### src/hdl/fmbq_pkg.sv
// Package with the types, codes and sizes shared by the front/middle/back queue.
`default_nettype none

package fmbq_pkg;

    localparam int CAPACITY = 64;
    localparam int CNT_W    = $clog2(CAPACITY + 1);
    localparam int DATA_W   = 32;
    localparam int COUNT_W  = 7;

    typedef logic signed [DATA_W-1:0] word_t;
    typedef logic [CNT_W-1:0]         cnt_t;

    typedef enum logic [2:0] {
        OP_PUSH_FRONT  = 3'd0,
        OP_PUSH_MIDDLE = 3'd1,
        OP_PUSH_BACK   = 3'd2,
        OP_POP_FRONT   = 3'd3,
        OP_POP_MIDDLE  = 3'd4,
        OP_POP_BACK    = 3'd5
    } op_t;

    typedef enum logic [1:0] {
        ST_OK    = 2'd0,
        ST_EMPTY = 2'd1,
        ST_FULL  = 2'd2
    } status_t;

    localparam word_t NONE_VALUE = '1;

    typedef struct packed {
        logic [2:0] opcode;
        word_t      value;
    } req_t;

    typedef struct packed {
        word_t            result_value;
        logic [1:0]       status;
        logic [COUNT_W-1:0] entry_count;
    } rsp_t;

    typedef enum logic [1:0] {
        CELL_HOLD       = 2'd0,
        CELL_LOAD       = 2'd1,
        CELL_FROM_LEFT  = 2'd2,
        CELL_FROM_RIGHT = 2'd3
    } cell_cmd_t;

    typedef struct packed {
        cell_cmd_t cmd;
        word_t     new_value;
    } cell_ctrl_t;

endpackage

`default_nettype wire

### src/hdl/fmbq_cell.sv
// One storage cell of the queue row, loading, holding or shifting from a neighbor.
`default_nettype none

module fmbq_cell (
    input  wire logic                clk,
    input  wire fmbq_pkg::cell_ctrl_t ctrl,
    input  wire fmbq_pkg::word_t     left_data,
    input  wire fmbq_pkg::word_t     right_data,
    output fmbq_pkg::word_t          data
);

    fmbq_pkg::word_t data_reg;
    fmbq_pkg::word_t data_next;

    always_comb
    begin
        unique case (ctrl.cmd)
            fmbq_pkg::CELL_HOLD:       data_next = data_reg;
            fmbq_pkg::CELL_LOAD:       data_next = ctrl.new_value;
            fmbq_pkg::CELL_FROM_LEFT:  data_next = left_data;
            fmbq_pkg::CELL_FROM_RIGHT: data_next = right_data;
            default:                   data_next = data_reg;
        endcase
    end

    always_ff @(posedge clk)
    begin
        data_reg <= data_next;
    end

    assign data = data_reg;

endmodule

`default_nettype wire
### config.mk
export PLATFORM = sky130hd
export DESIGN_NAME = fmbq_cell
export DESIGN_NICKNAME = d
export VERILOG_FILES = /design/src/hdl/fmbq_pkg.sv /design/src/hdl/fmbq_cell.sv
export SDC_FILE = /design/constraint.sdc
export NUM_CORES = 1
export LEC_CHECK = 0
export ABC_AREA = 1
export CAP_MARGIN = 20
export CORE_UTILIZATION = 45
export DETAILED_ROUTE_END_ITERATION = 12
export DONT_BUFFER_PORTS = 1
export PLACE_DENSITY = 0.64
export RECOVER_POWER = 50
export SLEW_MARGIN = 20
export SYNTH_ARGS = -nofsm -noshare
export SYNTH_HDL_FRONTEND = slang
export SYNTH_SLANG_ARGS = --single-unit
### constraint.sdc
create_clock -name clk -period 1.5 [get_ports clk]
set_input_delay 0.225 -clock clk [delete_from_list [all_inputs] [get_ports clk]]
set_output_delay 0.225 -clock clk [all_outputs]
set_load 0.02 [all_outputs]
==> out/metrics.csv <==
metric,value,unit
worst-slew-pin-transition,0.6478,ns
post-route-period-util,67.79,%
timing.max_slew.rel_slack,56.81,%
post-place-ws,0.5029,ns
post_synthesis_instance_total,180,
cts_num_sinks,32,
critPathSlowestCell,clkbuf_2,
area_delta_synth_final,2.310,%
setup_slack,0.4831,ns
drc,0,
crit_path_max_incr_delay,0.42,ns
critPathLaunchType,input port,
routed-via-count,1389,
p_switching,564.5,uW
track_usage,19.93,%
p_leak,0.6794,nW
cts_made_buffers,5,
max_cap_viol_count,0,
antennaDiodeCount,0,
crit_family,buffers and inverters,
grt_start_max_net_pins,66,
hold_ws,0.1572,ns
cts_post_setup_buffers_inserted,0,
grt_setup_unrepaired,false,
initial_antenna_violation_count,0,
synth_top_area_share,55.45,%
die_height,64.06,um
hold_violations,0,
clock_path_buffers,2,
finalMaxSlewViolations,0,
path_cells,"clkinvlp_2, clkbuf_2, nand3_1, nand3_1",
core_area,3689,um2
combinationalPowerShare,7.0,%
cts.root.buffer_cell,clkbuf_8,
postCtsResizedCells,0,
detail_route.iter0.violations,69,
avgRoutedWirePerCell,18.24,um
first_pass_iters,4,
synth_sequential_area_ratio,55.45,%
synth.cell_area,1733,um2
hold_class,in2reg,
nNetsFinal,272,
dpl.hpwl,2.825,mm
switching_share,25.29,%
crit_path_max_fanout,33,
path_clk_slew,0.06,ns
cts_tree,done,
timing.setup.tns,0,ns
synth.area.top_cells,"edfxtp_1 (55%), nand3_1 (28%), nand2_1 (7.1%)",
post_layout_instance_count_excluding_filler_cells,222,
top_level_ports,131,
yosysWarnings,0,
yosysTopAreaCell,edfxtp_1,
route.detailed.vias_per_inst,6.257,
place.port_buffers,0,
cts_htree_levels,2,
placementRows,22,
clock_power_share,34.8,%
number_of_nets_with_antenna_violations_after_routing,0,
largest_reg_flops,32,
crit_arrival,1.03,ns
syn_nets,279,
finalSetupViolations,0,
power-per-cell-area,1259,nW/um2
critical_path_buf_inv_count,2,
overflow,0,
die_x,64.06,um
worst_hold_stages,2,
worstHoldEndpoint,data[25],
irDropWorstVdd,549.1,uV
layout-drive-gt1-share,5.747,%
min-delay-start,ctrl[25],
synth_cell_types,8,
gp_routability_congestion,0.6395,
global_route_wire_length_before_repair,6.099,mm
power_report.internal_total,1.668,mW
routed_wirelength,4.050,mm
fp.dieArea,4103,um2
path_common_cell,nand3_1,
ctsHoldBuffers,0,
synth_area_per_cell,9.627,um2
power_frac_seq,58.1,%
cp.required,1.51,ns
grt_pass1_vias,1351,
register_bit_total_from_synthesis,32,
timing.fmax,983.4,MHz
critical_path.endpoint_type,register,
outcome,"complete, no violations",
dp.cells,214,
post-route-min-period,1.017,ns
fillers,353,
effective_utilization_at_floorplan,46.98,%
worst_setup_path_type,in2reg,
-- routing by layer --
layer	part of all wire [%]	global-route usage, %
met5	0	0
met2	52	36.97
met1	37	19.12
met4	1.6	9.375
met3	9.0	7.500
-- Yosys cell counts --
library cell / instances
buf_6: 10
nand2_1: 33
edfxtp_1: 32
inv_4: 1
buf_2: 3
nand3_1: 96
buf_4: 4
inv_1: 1
-- cell type report --
cell class / instances / area, um2 / share of cell area [%]
multi-input cells: 129 / 604.3 / 34.09
clock inverters: 3 / 37.54 / 2.117
well taps: 48 / 60.06 / 3.387
repair buffers: 3 / 32.53 / 1.835
inverters: 2 / 8.758 / 0.4940
flip-flops and latches: 32 / 960.9 / 54.20
clock buffers: 5 / 68.82 / 3.881
-- worst max path at each step --
stage / startpoint / end / depth (start not counted)
after detailed placement: ctrl[33] / data[24] / 4
after global routing: ctrl[32] / data[1] / 4
after floorplan: ctrl[32] / data[0] / 4
after CTS: data[7] / data[7] / 0
after global placement: ctrl[33] / data[25] / 3
final: ctrl[32] / data[26] / 4
-- logic make-up (layout without fill, tap and decap cells) --
logic type    after synthesis  count (layout)  share of synthesized area [%]
simple gates              129             129                          34.87
flops                      32              32                          55.45
buf+inv                    19              13                          9.675
-- through the flow --
step           power, mW  utilization (%)  instance area (um2)
2_1_floorplan      1.486                -                 1735
3_3_place_gp       1.468            45.35                 1673
3_5_place_dp       1.480            45.35                 1673
4_1_cts            2.264            48.24                 1779
5_1_grt            2.321            48.07                 1773
6_report           2.232            48.07                 1773
-- cells in the final DEF (no fill, tap or decap) --
cell / n
buf_12: 1
inv_1: 1
edfxtp_1: 32
buf_4: 1
bufinv_16: 1
clkbuf_8: 5
nand3_1: 96
clkbuf_2: 1
clkinvlp_2: 1
nand2_1: 33
clkinv_1: 2
-- power by group through the flow --
stage               registers, mW  clock network, mW  logic (mW)
detailed placement           1.32                  0       0.161
floorplan                    1.30                  0       0.185
global route                 1.31              0.838       0.177
finish                       1.30              0.778       0.157
global placement             1.32                  0       0.150
CTS                          1.30              0.802       0.160
(Power assumes the default switching activity.)
